## config.mk

```make
export PLATFORM = sky130hd
export DESIGN_NAME = json_string_unescaper_utf8
export DESIGN_NICKNAME = d
export VERILOG_FILES = /design/src/rtl/jsu_pkg.sv /design/src/rtl/jsu_decode.sv /design/src/rtl/json_string_unescaper_utf8.sv
export SDC_FILE = /design/constraint.sdc
export NUM_CORES = 1
export LEC_CHECK = 0
export BUFFER_PORTS_ARGS = -buffer_cell sky130_fd_sc_hd__buf_2
export CAP_MARGIN = 20
export CORE_ASPECT_RATIO = 0.8
export CORE_MARGIN = 10
export CORE_UTILIZATION = 40
export DETAILED_ROUTE_END_ITERATION = 10
export GPL_TIMING_DRIVEN = 0
export HOLD_SLACK_MARGIN = 0.03
export SLEW_MARGIN = 20
export SYNTH_ARGS = -nofsm -noshare
export SYNTH_HDL_FRONTEND = slang
export SYNTH_SLANG_ARGS = --single-unit
```

## constraint.sdc

```tcl
create_clock -name clock -period 5.4 [get_ports clock]
set_clock_uncertainty 0.2 [all_clocks]
set_input_delay 0.54 -clock clock [delete_from_list [all_inputs] [get_ports clock]]
set_output_delay 0.54 -clock clock [all_outputs]
set_load 0.02 [all_outputs]
```

## src/rtl/jsu_pkg.sv

```systemverilog
`timescale 1ns / 1ps
// Shared types and constants for the JSON string unescaper.
// Used by jsu_decode and json_string_unescaper_utf8; depends on nothing.
package jsu_pkg;

   // result kinds
   localparam logic [1:0] K_DATA = 2'd0;
   localparam logic [1:0] K_DONE = 2'd1;
   localparam logic [1:0] K_ERR  = 2'd2;

   // error codes
   localparam logic [2:0] E_EARLY = 3'd0;
   localparam logic [2:0] E_ESC   = 3'd1;
   localparam logic [2:0] E_HEX   = 3'd2;
   localparam logic [2:0] E_PAIR  = 3'd3;
   localparam logic [2:0] E_LOW   = 3'd4;
   localparam logic [2:0] E_LONE  = 3'd5;
   localparam logic [2:0] E_QUOTE = 3'd6;

   // surrogate ranges and supplementary plane base
   localparam logic [15:0] SURR_HI_MIN  = 16'hD800;
   localparam logic [15:0] SURR_HI_MAX  = 16'hDBFF;
   localparam logic [15:0] SURR_LO_MIN  = 16'hDC00;
   localparam logic [15:0] SURR_LO_MAX  = 16'hDFFF;
   localparam logic [20:0] CP_SUPP_BASE = 21'h10000;

   // characters of interest
   localparam logic [7:0] CH_QUOTE = 8'h22;
   localparam logic [7:0] CH_BSL   = 8'h5C;
   localparam logic [7:0] CH_SLASH = 8'h2F;
   localparam logic [7:0] CH_B     = 8'h62;
   localparam logic [7:0] CH_F     = 8'h66;
   localparam logic [7:0] CH_N     = 8'h6E;
   localparam logic [7:0] CH_R     = 8'h72;
   localparam logic [7:0] CH_T     = 8'h74;
   localparam logic [7:0] CH_U     = 8'h75;

   typedef enum logic [6:0] {
      PH_WAIT    = 7'b0000001,
      PH_TEXT    = 7'b0000010,
      PH_ESC     = 7'b0000100,
      PH_HEX1    = 7'b0001000,
      PH_PAIR_BS = 7'b0010000,
      PH_PAIR_U  = 7'b0100000,
      PH_HEX2    = 7'b1000000
   } phase_type;

   typedef struct packed {
      logic [7:0] in_byte;
      logic       end_of_input;
   } req_type;

   typedef struct packed {
      logic [1:0] kind;
      logic [7:0] out_byte;
      logic [2:0] error_code;
      logic       last;
   } rsp_type;

   typedef struct packed {
      logic [1:0] kind;
      logic [7:0] out_byte;
      logic [2:0] error_code;
   } ent_type;

   // results caused by one transaction; ent[0] goes out first
   typedef struct packed {
      logic [2:0]        count;
      ent_type [3:0]     ent;
   } grp_type;

endpackage

```

## src/rtl/jsu_decode.sv

```systemverilog
`timescale 1ns / 1ps
// Parser state and per-byte decode into a group of up to four results.
// Depends on jsu_pkg.
module jsu_decode (
   input  logic              clock,
   input  logic              reset,
   input  logic              step,
   input  jsu_pkg::req_type  req,
   output jsu_pkg::grp_type  grp
);

   jsu_pkg::phase_type phase_ff, phase_in;
   logic [15:0]        acc_ff, acc_in;
   logic [1:0]         cnt_ff, cnt_in;
   logic               bad_ff, bad_in;
   logic [9:0]         hs_ff, hs_in;
   logic               pbad_ff, pbad_in;

   logic [7:0]  b;
   logic        is_hex;
   logic [3:0]  hv;
   logic [15:0] acc_next;
   logic        bad_next;
   logic        four;
   logic [20:0] pair_cp;

   function automatic jsu_pkg::grp_type one_result(input logic [1:0] kind,
                                                   input logic [7:0] byte_v,
                                                   input logic [2:0] err);
      jsu_pkg::grp_type g;
      g = '0;
      g.count = 3'd1;
      g.ent[0].kind = kind;
      g.ent[0].out_byte = byte_v;
      g.ent[0].error_code = err;
      return g;
   endfunction

   function automatic jsu_pkg::grp_type utf8_group(input logic [20:0] cp);
      jsu_pkg::grp_type g;
      g = '0;
      if (cp < 21'h80) begin
         g.count = 3'd1;
         g.ent[0].out_byte = {1'b0, cp[6:0]};
      end else if (cp < 21'h800) begin
         g.count = 3'd2;
         g.ent[0].out_byte = {3'b110, cp[10:6]};
         g.ent[1].out_byte = {2'b10, cp[5:0]};
      end else if (cp < 21'h10000) begin
         g.count = 3'd3;
         g.ent[0].out_byte = {4'b1110, cp[15:12]};
         g.ent[1].out_byte = {2'b10, cp[11:6]};
         g.ent[2].out_byte = {2'b10, cp[5:0]};
      end else begin
         g.count = 3'd4;
         g.ent[0].out_byte = {5'b11110, cp[20:18]};
         g.ent[1].out_byte = {2'b10, cp[17:12]};
         g.ent[2].out_byte = {2'b10, cp[11:6]};
         g.ent[3].out_byte = {2'b10, cp[5:0]};
      end
      g.ent[0].kind = jsu_pkg::K_DATA;
      g.ent[1].kind = jsu_pkg::K_DATA;
      g.ent[2].kind = jsu_pkg::K_DATA;
      g.ent[3].kind = jsu_pkg::K_DATA;
      return g;
   endfunction

   // hex digit of the incoming byte; letters share low nibble offsets
   always_comb begin
      b = req.in_byte;
      is_hex = 1'b1;
      hv = 4'd0;
      if (b >= 8'h30 && b <= 8'h39) begin
         hv = b[3:0];
      end else if ((b >= 8'h41 && b <= 8'h46) || (b >= 8'h61 && b <= 8'h66)) begin
         hv = b[3:0] + 4'd9;
      end else begin
         is_hex = 1'b0;
      end
      acc_next = {acc_ff[11:0], hv};
      bad_next = bad_ff | ~is_hex;
      four     = (cnt_ff == 2'd3);
      pair_cp  = jsu_pkg::CP_SUPP_BASE + {1'b0, hs_ff, acc_next[9:0]};
   end

   always_comb begin
      phase_in = phase_ff;
      acc_in   = acc_ff;
      cnt_in   = cnt_ff;
      bad_in   = bad_ff;
      hs_in    = hs_ff;
      pbad_in  = pbad_ff;
      grp      = '0;
      if (step) begin
         if (req.end_of_input) begin
            case (phase_ff)
               jsu_pkg::PH_TEXT, jsu_pkg::PH_ESC, jsu_pkg::PH_HEX1: begin
                  grp = one_result(jsu_pkg::K_ERR, 8'd0, jsu_pkg::E_EARLY);
                  phase_in = jsu_pkg::PH_WAIT;
               end
               jsu_pkg::PH_PAIR_BS, jsu_pkg::PH_PAIR_U, jsu_pkg::PH_HEX2: begin
                  grp = one_result(jsu_pkg::K_ERR, 8'd0, jsu_pkg::E_PAIR);
                  phase_in = jsu_pkg::PH_WAIT;
               end
               default: begin
                  phase_in = jsu_pkg::PH_WAIT;
               end
            endcase
         end else begin
            case (phase_ff)
               jsu_pkg::PH_TEXT: begin
                  if (b == jsu_pkg::CH_QUOTE) begin
                     phase_in = jsu_pkg::PH_WAIT;
                     grp = one_result(jsu_pkg::K_DONE, 8'd0, 3'd0);
                  end else if (b == jsu_pkg::CH_BSL) begin
                     phase_in = jsu_pkg::PH_ESC;
                  end else begin
                     grp = one_result(jsu_pkg::K_DATA, b, 3'd0);
                  end
               end
               jsu_pkg::PH_ESC: begin
                  phase_in = jsu_pkg::PH_TEXT;
                  case (b)
                     jsu_pkg::CH_QUOTE: grp = one_result(jsu_pkg::K_DATA, 8'h22, 3'd0);
                     jsu_pkg::CH_BSL:   grp = one_result(jsu_pkg::K_DATA, 8'h5C, 3'd0);
                     jsu_pkg::CH_SLASH: grp = one_result(jsu_pkg::K_DATA, 8'h2F, 3'd0);
                     jsu_pkg::CH_B:     grp = one_result(jsu_pkg::K_DATA, 8'h08, 3'd0);
                     jsu_pkg::CH_F:     grp = one_result(jsu_pkg::K_DATA, 8'h0C, 3'd0);
                     jsu_pkg::CH_N:     grp = one_result(jsu_pkg::K_DATA, 8'h0A, 3'd0);
                     jsu_pkg::CH_R:     grp = one_result(jsu_pkg::K_DATA, 8'h0D, 3'd0);
                     jsu_pkg::CH_T:     grp = one_result(jsu_pkg::K_DATA, 8'h09, 3'd0);
                     jsu_pkg::CH_U: begin
                        acc_in   = '0;
                        cnt_in   = '0;
                        bad_in   = 1'b0;
                        phase_in = jsu_pkg::PH_HEX1;
                     end
                     default: begin
                        grp = one_result(jsu_pkg::K_ERR, 8'd0, jsu_pkg::E_ESC);
                        phase_in = jsu_pkg::PH_WAIT;
                     end
                  endcase
               end
               jsu_pkg::PH_HEX1: begin
                  acc_in = acc_next;
                  cnt_in = cnt_ff + 2'd1;
                  bad_in = bad_next;
                  if (four) begin
                     if (bad_next) begin
                        grp = one_result(jsu_pkg::K_ERR, 8'd0, jsu_pkg::E_HEX);
                        phase_in = jsu_pkg::PH_WAIT;
                     end else if (acc_next >= jsu_pkg::SURR_HI_MIN &&
                                  acc_next <= jsu_pkg::SURR_HI_MAX) begin
                        hs_in    = acc_next[9:0];
                        pbad_in  = 1'b0;
                        phase_in = jsu_pkg::PH_PAIR_BS;
                     end else if (acc_next >= jsu_pkg::SURR_LO_MIN &&
                                  acc_next <= jsu_pkg::SURR_LO_MAX) begin
                        grp = one_result(jsu_pkg::K_ERR, 8'd0, jsu_pkg::E_LONE);
                        phase_in = jsu_pkg::PH_WAIT;
                     end else begin
                        grp = utf8_group({5'd0, acc_next});
                        phase_in = jsu_pkg::PH_TEXT;
                     end
                  end
               end
               jsu_pkg::PH_PAIR_BS: begin
                  if (b != jsu_pkg::CH_BSL) begin
                     pbad_in = 1'b1;
                  end
                  phase_in = jsu_pkg::PH_PAIR_U;
               end
               jsu_pkg::PH_PAIR_U: begin
                  if (b != jsu_pkg::CH_U) begin
                     pbad_in = 1'b1;
                  end
                  acc_in   = '0;
                  cnt_in   = '0;
                  bad_in   = 1'b0;
                  phase_in = jsu_pkg::PH_HEX2;
               end
               jsu_pkg::PH_HEX2: begin
                  acc_in = acc_next;
                  cnt_in = cnt_ff + 2'd1;
                  bad_in = bad_next;
                  if (four) begin
                     if (pbad_ff) begin
                        grp = one_result(jsu_pkg::K_ERR, 8'd0, jsu_pkg::E_PAIR);
                        phase_in = jsu_pkg::PH_WAIT;
                     end else if (bad_next) begin
                        grp = one_result(jsu_pkg::K_ERR, 8'd0, jsu_pkg::E_HEX);
                        phase_in = jsu_pkg::PH_WAIT;
                     end else if (acc_next < jsu_pkg::SURR_LO_MIN ||
                                  acc_next > jsu_pkg::SURR_LO_MAX) begin
                        grp = one_result(jsu_pkg::K_ERR, 8'd0, jsu_pkg::E_LOW);
                        phase_in = jsu_pkg::PH_WAIT;
                     end else begin
                        grp = utf8_group(pair_cp);
                        phase_in = jsu_pkg::PH_TEXT;
                     end
                  end
               end
               default: begin
                  // waiting for the opening quote, or a phase code with no meaning
                  if (b == jsu_pkg::CH_QUOTE) begin
                     phase_in = jsu_pkg::PH_TEXT;
                  end else begin
                     grp = one_result(jsu_pkg::K_ERR, 8'd0, jsu_pkg::E_QUOTE);
                     phase_in = jsu_pkg::PH_WAIT;
                  end
               end
            endcase
         end
      end
   end

   always_ff @(posedge clock) begin
      if (reset) begin
         phase_ff <= jsu_pkg::PH_WAIT;
         acc_ff   <= '0;
         cnt_ff   <= '0;
         bad_ff   <= 1'b0;
         hs_ff    <= '0;
         pbad_ff  <= 1'b0;
      end else begin
         phase_ff <= phase_in;
         acc_ff   <= acc_in;
         cnt_ff   <= cnt_in;
         bad_ff   <= bad_in;
         hs_ff    <= hs_in;
         pbad_ff  <= pbad_in;
      end
   end

endmodule

```

## src/rtl/json_string_unescaper_utf8.sv

```systemverilog
`timescale 1ns / 1ps
// Latency: the first result of a transaction is valid in the cycle after it is accepted.
// Throughput: one input byte per cycle while rsp_stall is low and each byte yields
// at most one result. A \u escape that encodes to more than one UTF-8 byte holds the
// single result register and stalls the input until its last byte is taken.
// Reset (synchronous): parser waits for an opening quote, result register empty.
// Top level: decoder plus result register; one result drains per cycle unless stalled.
// Depends on jsu_pkg and jsu_decode.
module json_string_unescaper_utf8 (
   input  logic              clock,
   input  logic              reset,
   input  logic              req_valid,
   output logic              req_stall,
   input  jsu_pkg::req_type  req_payload,
   output logic              rsp_valid,
   input  logic              rsp_stall,
   output jsu_pkg::rsp_type  rsp_payload
);

   jsu_pkg::grp_type      dec_grp;
   jsu_pkg::ent_type [3:0] ent_ff, ent_in;
   logic [1:0]            rem_ff, rem_in;
   logic                  grp_valid_ff, grp_valid_in;
   logic                  take;
   logic                  free;
   logic                  accept;

   assign take      = grp_valid_ff & ~rsp_stall;
   // the register frees up in the same cycle its final result leaves
   assign free      = ~grp_valid_ff | (take & (rem_ff == 2'd0));
   assign req_stall = ~free;
   assign accept    = req_valid & free;

   jsu_decode u_decode (
      .clock (clock),
      .reset (reset),
      .step  (accept),
      .req   (req_payload),
      .grp   (dec_grp)
   );

   always_comb begin
      ent_in       = ent_ff;
      rem_in       = rem_ff;
      grp_valid_in = grp_valid_ff;
      if (take) begin
         if (rem_ff == 2'd0) begin
            grp_valid_in = 1'b0;
         end else begin
            // advance to the next byte of the group
            for (int i = 0; i < 3; i++) begin
               ent_in[i] = ent_ff[i + 1];
            end
            rem_in = rem_ff - 2'd1;
         end
      end
      if (accept && dec_grp.count != 3'd0) begin
         ent_in       = dec_grp.ent;
         rem_in       = 2'(dec_grp.count - 3'd1);
         grp_valid_in = 1'b1;
      end
   end

   always_ff @(posedge clock) begin
      if (reset) begin
         grp_valid_ff <= 1'b0;
         rem_ff       <= '0;
      end else begin
         grp_valid_ff <= grp_valid_in;
         rem_ff       <= rem_in;
      end
   end

   always_ff @(posedge clock) begin
      ent_ff <= ent_in;
   end

   assign rsp_valid              = grp_valid_ff;
   assign rsp_payload.kind       = ent_ff[0].kind;
   assign rsp_payload.out_byte   = ent_ff[0].out_byte;
   assign rsp_payload.error_code = ent_ff[0].error_code;
   assign rsp_payload.last       = (rem_ff == 2'd0);

`ifndef SYNTHESIS
   a_idle_no_stall: assert property (@(posedge clock) disable iff (reset)
      !grp_valid_ff |-> !req_stall)
      else $error("input stalled with an empty result register");

   a_group_continues: assert property (@(posedge clock) disable iff (reset)
      (take && rem_ff != 2'd0) |=> rsp_valid)
      else $error("result group dropped before its last byte");

   a_marker_alone: assert property (@(posedge clock) disable iff (reset)
      (rsp_valid && rsp_payload.kind != jsu_pkg::K_DATA) |-> rsp_payload.last)
      else $error("done or error result not final in its transaction");

   a_no_overwrite: assert property (@(posedge clock) disable iff (reset)
      (accept && dec_grp.count != 3'd0) |-> (!grp_valid_ff || (take && rem_ff == 2'd0)))
      else $error("new group loaded over an undelivered one");
`endif

endmodule

```

==> results of run 1 <==
==> state kept, by name, summed over array words and instances (netlist names) <==
signal and flops:
rem_ff 2, u_decode.acc_ff 12, ent_ff 21, rsp_valid 1, rsp_payload 13, u_decode.pbad_ff 1, u_decode.hs_ff 10, u_decode.bad_ff 1
u_decode.phase_ff 7, u_decode.cnt_ff 2
==> layout make-up <==
class,instances,area (sq um)
buffer,46,251
clock buffer,10,229
clock inverter,5,51.3
fill,1168,6210
inverter,12,45.0
multi-input combinational,438,2790
sequential,70,1740
tap,148,185
timing repair buffer,27,138
==> worst max path at each step <==
stage / startpoint / endpoint / slack [ns]
4_1_cts: req_payload[1] / ent_ff[17]$_DFFE_PP_ / 0.33
5_1_grt: req_payload[1] / ent_ff[34]$_DFFE_PP_ / 0.35
3_5_place_dp: req_payload[1] / ent_ff[32]$_DFFE_PP_ / 0.003
3_3_place_gp: req_payload[1] / ent_ff[32]$_DFFE_PP_ / 0.09
6_report: req_payload[1] / ent_ff[17]$_DFFE_PP_ / 0.70
2_1_floorplan: req_payload[1] / ent_ff[16]$_DFFE_PP_ / 1.31
==> report_power, final <==
group / leakage (nW) / switching (W) / internal (W)
clock network: 0.136 / 0.000224 / 0.000352
logic: 1.09 / 0.0000639 / 0.0000339
registers: 0.606 / 0.00000346 / 0.000572
==> through the flow <==
step | total power (W) | area, sq um | setup slack [ns] | hold slack (ns) | utilization [%]
floorplan | 0.000648 | 4800 | 1.31 | 0.236 | -
global route | 0.00129 | 5440 | 0.354 | 0.297 | 46.7
global placement | 0.000679 | 5120 | 0.0886 | 0.245 | 43.9
finish | 0.00125 | 5440 | 0.705 | 0.264 | 46.7
CTS | 0.00126 | 5420 | 0.328 | 0.267 | 46.5
detailed placement | 0.000683 | 5140 | 0.00329 | 0.259 | 44.1
==> layer usage <==
layer	wire length (um)	GRT usage, %	share of wire, %	up-vias
li1	-	-	-	2245
met1	7810	28.1	47	2297
met2	6960	27.2	42	227
met3	1530	5.24	9.2	30
met4	241	4.38	1.5	0
met5	0	0	0	-
==> cells by family (layout without fill, tap and decap cells) <==
logic type | count (synthesis) | in the layout | synth area share [%]
xor+xnor | 5 | 5 | 0.912
mux | 16 | 16 | 3.54
buf+inv | 58 | 100 | 6.17
compound gates | 174 | 174 | 25.2
simple gates | 237 | 237 | 26.3
flops | 70 | 70 | 36.3
fa+ha+maj | 6 | 6 | 1.56
==> worst max-delay path: stages <==
cell and delay [ns]:
buf_2 0.16, inv_1 0.14, ha_1 0.30, nor3b_1 0.41, nor3_2 0.14, o21ai_1 0.65, o21ai_0 0.34, a311oi_1 0.76
nor3_4 0.22, buf_4 0.26, nand2_2 0.50
==> cell usage in the layout, fill, tap and decap left out, types with 5 or more instances in the layout <==
master     netlist  layout
nor4_2           2       5
nor2b_1          8       8
mux2_2           7       7
nand2_1         48      47
buf_4           14      15
nor3_1          20      20
a21oi_1         47      47
inv_1           11      11
o22ai_1          6       6
o21ai_0         27      27
a32oi_1          6       6
nand4_1          5       5
a22o_1           5       5
clkbuf_1        25      26
a22oi_1         13      13
a21o_1           9       9
nand3_1         23      23
a31oi_1          7       7
ha_1             6       6
dfxtp_1         36      36
and2_1           6       6
buf_2            3      29
nor4_1          15      12
nor2_1          55      55
or4_1           11      11
mux2i_1          8       8
nand2b_1         9       9
a211oi_1         5       5
clkbuf_16        0       9
or3_1            8       8
edfxtp_1        34      34
o2bb2ai_1        7       7
==> flow_metrics.py, run 1 <==
metrics = {
    "critical_path": {
        "critical_path_arrival_ns": 4.46,
        "crit_type": "in2reg",
        "start_kind": "input pin",
        "r2r_cells": 8,
        "reg2reg_from": "u_decode.acc_ff[3]$_SDFFE_PP0P_",
        "cp_max_fo": 27,
        "required_ns": 5.17,
        "endpoint_kind": "flip-flop",
        "rrSetupSlack_ns": 0.89,
        "timing.rr.end": "ent_ff[17]$_DFFE_PP_",
    },
    "worst_hold_path": {
        "min_from": "u_decode.cnt_ff[1]$_SDFFE_PP0P_",
        "hold_end": "u_decode.cnt_ff[1]$_SDFFE_PP0P_",
        "hold_depth": 2,
        "hp-class": "reg2reg",
    },
    "die": {
        "placeableCoreArea_sq_um": 11600,
        "die_h_um": 118,
        "die_x_um": 143,
        "start_util_pct": 41.2,
        "ioPinCount": 29,
        "rows": 35,
        "dieArea_sq_um": 16800,
    },
    "flow_run": {
        "maxCapViolCount": 0,
    },
    "final_layout": {
        "finalNetCount": 623,
        "antenna_cells": 0,
        "layout-drive-gt1-share_pct": 14.5,
        "final-instance-count-excl-fill": 756,
        "syn_to_final_growth_pct": 13.2,
    },
    "routing": {
        "totalWireLength_um": 16500,
        "ant_nets": 0,
        "dr.pass1.iters": 5,
        "via_count": 4799,
        "vias_per_cell": 6.35,
        "avgRoutedWirePerCell_um": 21.9,
        "drc": 0,
        "drtIter0Drc": 576,
    },
    "timing": {
        "relSlewSlack_pct": 28.4,
        "finalSetupViolations": 0,
        "period_share_pct": 87.0,
        "setup-tns-final_ns": 0,
        "final_hold_viol_count": 0,
        "worst_pin_slew_ns": 1.07,
        "period_minus_slack_ns": 4.70,
        "fmax_ghz": 0.213,
        "report.final.slew_viol_count": 0,
        "rsz0062_at_grt": "false",
    },
    "clock_network": {
        "insertion_delay_ns": 0.33,
        "hold_buffers": 0,
        "clk_pin_slew_ns": 0.05,
        "root_buffer": "clkbuf_16",
        "cts-htree-levels": 3,
        "cts_resized": 0,
        "cts_setup_buffers": 0,
        "cts_made_buffers": 9,
        "clk_path_buf_depth": 2,
        "cts_tree": "yes",
        "clock-sinks": 70,
    },
    "logic_synthesis": {
        "yosys-top-cells-area": "edfxtp_1 (21%), dfxtp_1 (15%), a21oi_1 (4.9%)",
        "synth-seq-cells": 70,
        "syn-cell-area_sq_um": 4800,
        "yosys_warnings": 0,
        "syn_nets": 585,
        "synth_top_flop_cell": "dfxtp_1",
        "synthArstFlopShare_pct": 0,
        "synth_most_common_cell": "nor2_1",
        "synth_top_area_cell": "edfxtp_1",
        "synth_cell_type_count": 75,
        "yosysTopAreaCellShare_pct": 21.3,
        "synthCells": 566,
        "yosysSeqAreaShare_pct": 36.3,
        "synthTopCellsByCount": "nor2_1 (55), nand2_1 (48), a21oi_1 (47)",
        "synth_edf_count": 34,
        "syn_avg_cell_area_sq_um": 8.49,
    },
    "power": {
        "p_per_area_nw_per_um2": 230,
        "p_leak_nw": 1.83,
        "peakVddDrop_mv": 0.223,
    },
    "place": {
        "dp.cells": 741,
        "hpwlAfterDp_um": 12500,
        "gp_congestion": 0.957,
        "port-buffer-count": 26,
    },
    "outcome": {
        "status": "finished clean",
    },
    "global_route": {
        "grt_pass1_vias": 4501,
        "grt_start_max_net_pins": 28,
        "grt_pass1_wl_um": 25900,
        "grt_util_all_layers_pct": 19.3,
        "antenna_found_initial": 0,
        "gr-total-overflow": 0,
    },
}
No activity file was read; power rests on OpenSTA's default activity.
==> run 2: changes to the inputs <==
--- a/config.mk
+++ b/config.mk
@@ -13,6 +13,7 @@
 export DETAILED_ROUTE_END_ITERATION = 10
 export GPL_TIMING_DRIVEN = 0
 export HOLD_SLACK_MARGIN = 0.03
+export RECOVER_POWER = 50
 export SLEW_MARGIN = 20
 export SYNTH_ARGS = -nofsm -noshare
 export SYNTH_HDL_FRONTEND = slang
==> run 2 against run 1 <==
Compared with the run above:
- die area unchanged
- first-iteration DRC count is 14% higher
- core utilization shrank 0.28 points
- total power down 0.37%
- highest routed layer unchanged
==> flow_metrics.py, run 2 (synthesis gave the netlist of run 1 again) <==
metrics = {
    "clock_network": {
        "clock-sinks": 70,
        "cts_made_buffers": 9,
        "cts_resized": 0,
        "clk_path_buf_depth": 2,
        "cts-htree-levels": 3,
        "clk_pin_slew_ns": 0.05,
        "cts_setup_buffers": 0,
        "insertion_delay_ns": 0.33,
        "hold_buffers": 0,
        "cts_tree": "yes",
        "root_buffer": "clkbuf_16",
    },
    "critical_path": {
        "reg2reg_from": "u_decode.acc_ff[3]$_SDFFE_PP0P_",
        "crit_type": "in2reg",
        "endpoint_kind": "flip-flop",
        "r2r_cells": 8,
        "path_cells": "clkbuf_1, inv_1, ha_1, o21bai_1, a21oi_1, o21ai_1, o21ai_0, a311oi_1, nor3_4, buf_4, nand2_2",
        "cp_max_fo": 27,
        "crit_buf_inv": 3,
        "cpMaxStageDelayCell": "a311oi_1",
        "rrSetupSlack_ns": 0.97,
        "cpPeakStageDelay_ns": 0.77,
        "critPathTopFamily": "compound AO/OA/AOI/OAI gates",
        "start_kind": "input pin",
        "timing.rr.end": "ent_ff[17]$_DFFE_PP_",
        "critical_path_arrival_ns": 4.63,
        "cp-startpoint": "req_payload[1]",
        "required_ns": 5.16,
    },
    "routing": {
        "via_count": 4819,
        "ant_nets": 0,
        "dr.pass1.iters": 5,
        "drtIter0Drc": 657,
        "vias_per_cell": 6.37,
        "totalWireLength_um": 16600,
        "drc": 0,
        "avgRoutedWirePerCell_um": 21.9,
    },
    "power": {
        "p_leak_nw": 1.77,
        "peakVddDrop_mv": 0.221,
        "p_per_area_nw_per_um2": 230,
    },
    "die": {
        "placeableCoreArea_sq_um": 11600,
        "die_h_um": 118,
        "rows": 35,
        "die_x_um": 143,
        "ioPinCount": 29,
        "dieArea_sq_um": 16800,
        "start_util_pct": 41.2,
    },
    "place": {
        "dp_slack_ns": 0.00329,
        "gp_congestion": 0.957,
        "port-buffer-count": 26,
        "dp.cells": 741,
        "hpwlAfterDp_um": 12500,
    },
    "final_layout": {
        "finalNetCount": 623,
        "layout-drive-gt1-share_pct": 11.0,
        "final-instance-count-excl-fill": 756,
        "top_register": "ent_ff",
        "largest_reg_flops": 21,
        "final_common_cell": "nor2_1",
        "fill_cells": 1185,
        "layout_common_cells": "nor2_1 (55), nand2_1 (47), a21oi_1 (47), clkbuf_1 (45), dfxtp_1 (36)",
        "syn_to_final_growth_pct": 12.5,
        "antenna_cells": 0,
    },
    "worst_hold_path": {
        "hold_depth": 2,
        "min_from": "u_decode.cnt_ff[1]$_SDFFE_PP0P_",
        "hp-class": "reg2reg",
        "hold_end": "u_decode.cnt_ff[1]$_SDFFE_PP0P_",
    },
    "timing": {
        "relSlewSlack_pct": 31.1,
        "hold_ws_ns": 0.265,
        "setup_ws_ns": 0.535,
        "finalSetupViolations": 0,
        "period_minus_slack_ns": 4.87,
        "period_share_pct": 90.1,
        "fmax_ghz": 0.206,
        "rsz0062_at_grt": "false",
        "worst_pin_slew_ns": 1.03,
        "final_hold_viol_count": 0,
        "setup-tns-final_ns": 0,
        "report.final.slew_viol_count": 0,
    },
    "global_route": {
        "grt_pass1_vias": 4501,
        "antenna_found_initial": 0,
        "grt_pass1_wl_um": 25900,
        "grt_start_max_net_pins": 28,
        "gr-total-overflow": 0,
        "grt_util_all_layers_pct": 19.3,
    },
    "flow_run": {
        "maxCapViolCount": 0,
    },
    "outcome": {
        "status": "finished clean",
    },
}
[run 2: cell count changes in the layout (fill, tap and decap cells not counted), sizes merged]
cell | before | now
clkbuf | 35 | 54
buf | 48 | 29
[run 2: layout make-up]
class / count / area [sq um] / area share [%]
Buffer: 46 / 250 / 4.63
Clock buffer: 10 / 229 / 4.24
Clock inverter: 5 / 51.3 / 0.950
Inverter: 12 / 45.0 / 0.834
Multi-Input combinational cell: 438 / 2790 / 51.6
Sequential cell: 70 / 1740 / 32.2
Tap cell: 148 / 185 / 3.43
Timing Repair Buffer: 27 / 115 / 2.13
[run 2: how the worst max path moves through the flow]
stage | end | slack (ns) | cells past startpoint
final | ent_ff[17]$_DFFE_PP_ | 0.53 | 11
after global routing | ent_ff[34]$_DFFE_PP_ | 0.22 | 11
after CTS | ent_ff[17]$_DFFE_PP_ | 0.33 | 11
after detailed placement | ent_ff[32]$_DFFE_PP_ | 0.003 | 11
after global placement | ent_ff[32]$_DFFE_PP_ | 0.09 | 11
after floorplan | ent_ff[16]$_DFFE_PP_ | 1.31 | 10
[run 2: per-stage QoR]
step           utilization [%]  total power, W  instance area [sq um]
5_1_grt                   46.4         0.00129                   5400
6_report                  46.4         0.00124                   5400
3_5_place_dp              44.1        0.000683                   5140
3_3_place_gp              43.9        0.000679                   5120
2_1_floorplan                -        0.000648                   4800
4_1_cts                   46.5         0.00126                   5420
[run 2: worst reg2reg max path: cells and delay by family (launching register included)]
family	cells	cell delay, ns
DFF	1	0.32
and+or+nand+nor	4	2.24
AOI/OAI and AO/OA	2	0.66
buffers and inverters	2	0.60
[run 2: where the power goes]
group / internal (W) / leakage, nW / total, W / switching (W)
clock network: 0.000352 / 0.136 / 0.000572 / 0.000221
registers: 0.000572 / 0.606 / 0.000575 / 0.00000347
logic: 0.0000322 / 1.03 / 0.0000962 / 0.0000640
[run 2: per-layer routing]
layer | track usage (%) | routed length, um
met5 | 0 | 0
met4 | 4.38 | 244
met3 | 5.24 | 1550
met2 | 27.2 | 6850
met1 | 28.1 | 7910
==> run 3: changes to the inputs <==
--- a/config.mk
+++ b/config.mk
@@ -7,13 +7,13 @@
 export LEC_CHECK = 0
 export BUFFER_PORTS_ARGS = -buffer_cell sky130_fd_sc_hd__buf_2
 export CAP_MARGIN = 20
-export CORE_ASPECT_RATIO = 0.8
 export CORE_MARGIN = 10
 export CORE_UTILIZATION = 40
 export DETAILED_ROUTE_END_ITERATION = 10
 export GPL_TIMING_DRIVEN = 0
 export HOLD_SLACK_MARGIN = 0.03
 export RECOVER_POWER = 50
+export SKIP_CTS_REPAIR_TIMING = 1
 export SLEW_MARGIN = 20
 export SYNTH_ARGS = -nofsm -noshare
 export SYNTH_HDL_FRONTEND = slang
==> run 3 against run 2 <==
Compared with the run above:
- non-clock buffer count grew 1
- worst hold slack improved by 0.0071 ns
- register-to-register slack worse by 0.13 ns
- clock power rose by 4.9%
==> flow_metrics.py, run 3 (synthesis gave the netlist of run 1 again) <==
metrics = {
    "clock_network": {
        "clk_pin_slew_ns": 0.06,
        "root_buffer": "clkbuf_16",
        "cts_tree": "yes",
        "clk_path_buf_depth": 2,
        "cts_made_buffers": 9,
        "clock-sinks": 70,
        "cts-htree-levels": 3,
        "insertion_delay_ns": 0.35,
    },
    "global_route": {
        "grt_start_max_net_pins": 15,
        "antenna_found_initial": 0,
        "grt_pass1_wl_um": 25700,
        "grt_util_all_layers_pct": 19.7,
        "grt_pass1_vias": 4479,
        "gr-total-overflow": 0,
    },
    "critical_path": {
        "cp_max_fo": 14,
        "crit_type": "in2reg",
        "start_kind": "input pin",
        "critical_path_arrival_ns": 4.73,
        "endpoint": "ent_ff[30]$_DFFE_PP_",
        "crit_buf_inv": 4,
        "cpPeakStageDelay_ns": 0.72,
        "rrSetupSlack_ns": 0.84,
        "worst-path-stages": 12,
        "required_ns": 5.26,
        "timing.rr.end": "ent_ff[30]$_DFFE_PP_",
        "endpoint_kind": "flip-flop",
        "critPathTopFamily": "compound AO/OA/AOI/OAI gates",
        "cpMaxStageDelayCell": "a311oi_1",
        "reg2reg_from": "u_decode.phase_ff[3]$_SDFFE_PP0P_",
        "path_cells": "clkbuf_1, inv_1, ha_1, o21bai_1, a21oi_1, o21ai_1, o21ai_0, a311oi_1, nor3_4, buf_4, nand2_1, buf_8",
        "r2r_cells": 9,
        "cp-startpoint": "req_payload[1]",
    },
    "final_layout": {
        "top_register": "ent_ff",
        "layout_common_cells": "nor2_1 (55), nand2_1 (48), a21oi_1 (47), clkbuf_1 (44), dfxtp_1 (36)",
        "fill_cells": 1184,
        "final_common_cell": "nor2_1",
        "final-instance-count-excl-fill": 752,
        "finalNetCount": 624,
        "syn_to_final_growth_pct": 12.8,
        "layout-drive-gt1-share_pct": 11.2,
        "final_area_sq_um": 5420,
        "antenna_cells": 0,
        "largest_reg_flops": 21,
    },
    "routing": {
        "ant_nets": 0,
        "vias_per_cell": 6.34,
        "drc": 0,
        "via_count": 4770,
        "drtIter0Drc": 540,
        "dr.pass1.iters": 5,
        "avgRoutedWirePerCell_um": 21.8,
        "totalWireLength_um": 16400,
    },
    "power": {
        "p_per_area_nw_per_um2": 235,
        "p_leak_nw": 1.78,
        "peakVddDrop_mv": 0.176,
    },
    "worst_hold_path": {
        "hp-class": "reg2reg",
    },
    "timing": {
        "relSlewSlack_pct": 20.1,
        "rsz0062_at_grt": "false",
        "worst_pin_slew_ns": 1.19,
        "period_share_pct": 90.2,
        "period_minus_slack_ns": 4.87,
        "report.final.slew_viol_count": 0,
        "fmax_ghz": 0.205,
        "setup-tns-final_ns": 0,
        "final_hold_viol_count": 0,
        "finalSetupViolations": 0,
    },
    "die": {
        "start_util_pct": 41.5,
        "rows": 39,
        "placeableCoreArea_sq_um": 11600,
        "die_x_um": 130,
        "ioPinCount": 29,
        "dieArea_sq_um": 16800,
        "die_h_um": 130,
    },
    "place": {
        "place_area_sq_um": 5150,
        "hpwlAfterDp_um": 12300,
        "gp_congestion": 0.971,
        "dp.cells": 737,
        "port-buffer-count": 26,
    },
    "outcome": {
        "status": "finished clean",
    },
    "flow_run": {
        "maxCapViolCount": 0,
    },
}
-- run 3: worst min-delay path, stage by stage (launching register included) --
cell and delay [ns]:
dfxtp_1 0.31, nand2_1 0.05, a21oi_1 0.05
-- run 3: final cells by class --
class,instances,area (sq um),share of cell area [%]
inverter,12,45.0,0.832
sequential,70,1740,32.2
multi-input combinational,438,2780,51.4
buffer,46,250,4.62
clock inverter,6,62.6,1.16
clock buffer,9,225,4.16
timing repair buffer,28,130,2.40
tap,143,179,3.30
-- run 3: routing by layer --
layer	wire, um	part of all wire (%)	vias up	global-route usage, %
met2	7130	43	226	29.0
met1	7550	46	2270	27.7
li1	-	-	2239	-
met5	0	0	-	0
met3	1300	7.9	35	3.67
met4	429	2.6	0	8.33
-- run 3: worst min-delay path by stage --
stage | startpoint | to | depth (start not counted)
CTS | u_decode.cnt_ff[1]$_SDFFE_PP0P_ | u_decode.cnt_ff[1]$_SDFFE_PP0P_ | 2
global placement | u_decode.cnt_ff[1]$_SDFFE_PP0P_ | u_decode.cnt_ff[1]$_SDFFE_PP0P_ | 2
finish | u_decode.cnt_ff[1]$_SDFFE_PP0P_ | u_decode.cnt_ff[1]$_SDFFE_PP0P_ | 2
detailed placement | u_decode.cnt_ff[1]$_SDFFE_PP0P_ | u_decode.cnt_ff[1]$_SDFFE_PP0P_ | 2
global route | u_decode.cnt_ff[1]$_SDFFE_PP0P_ | u_decode.cnt_ff[1]$_SDFFE_PP0P_ | 2
floorplan | u_decode.cnt_ff[1]$_SDFFE_PP0P_ | u_decode.cnt_ff[1]$_SDFFE_PP0P_ | 2
-- run 3: through the flow --
stage          setup slack [ns]  hold WS [ns]  power, W  utilization (%)
2_1_floorplan              1.31         0.236  0.000648                -
3_3_place_gp              0.173         0.245  0.000680             44.2
3_5_place_dp              0.351         0.265  0.000683             44.5
4_1_cts                   0.716         0.273   0.00128             47.0
5_1_grt                   0.197         0.325   0.00131             46.8
6_report                  0.527         0.272   0.00127             46.8
-- run 3: where the power goes --
group          switching [W]  internal, W
Clock               0.000246     0.000354
Sequential        0.00000351     0.000571
Combinational      0.0000638    0.0000332
Total               0.000313     0.000959
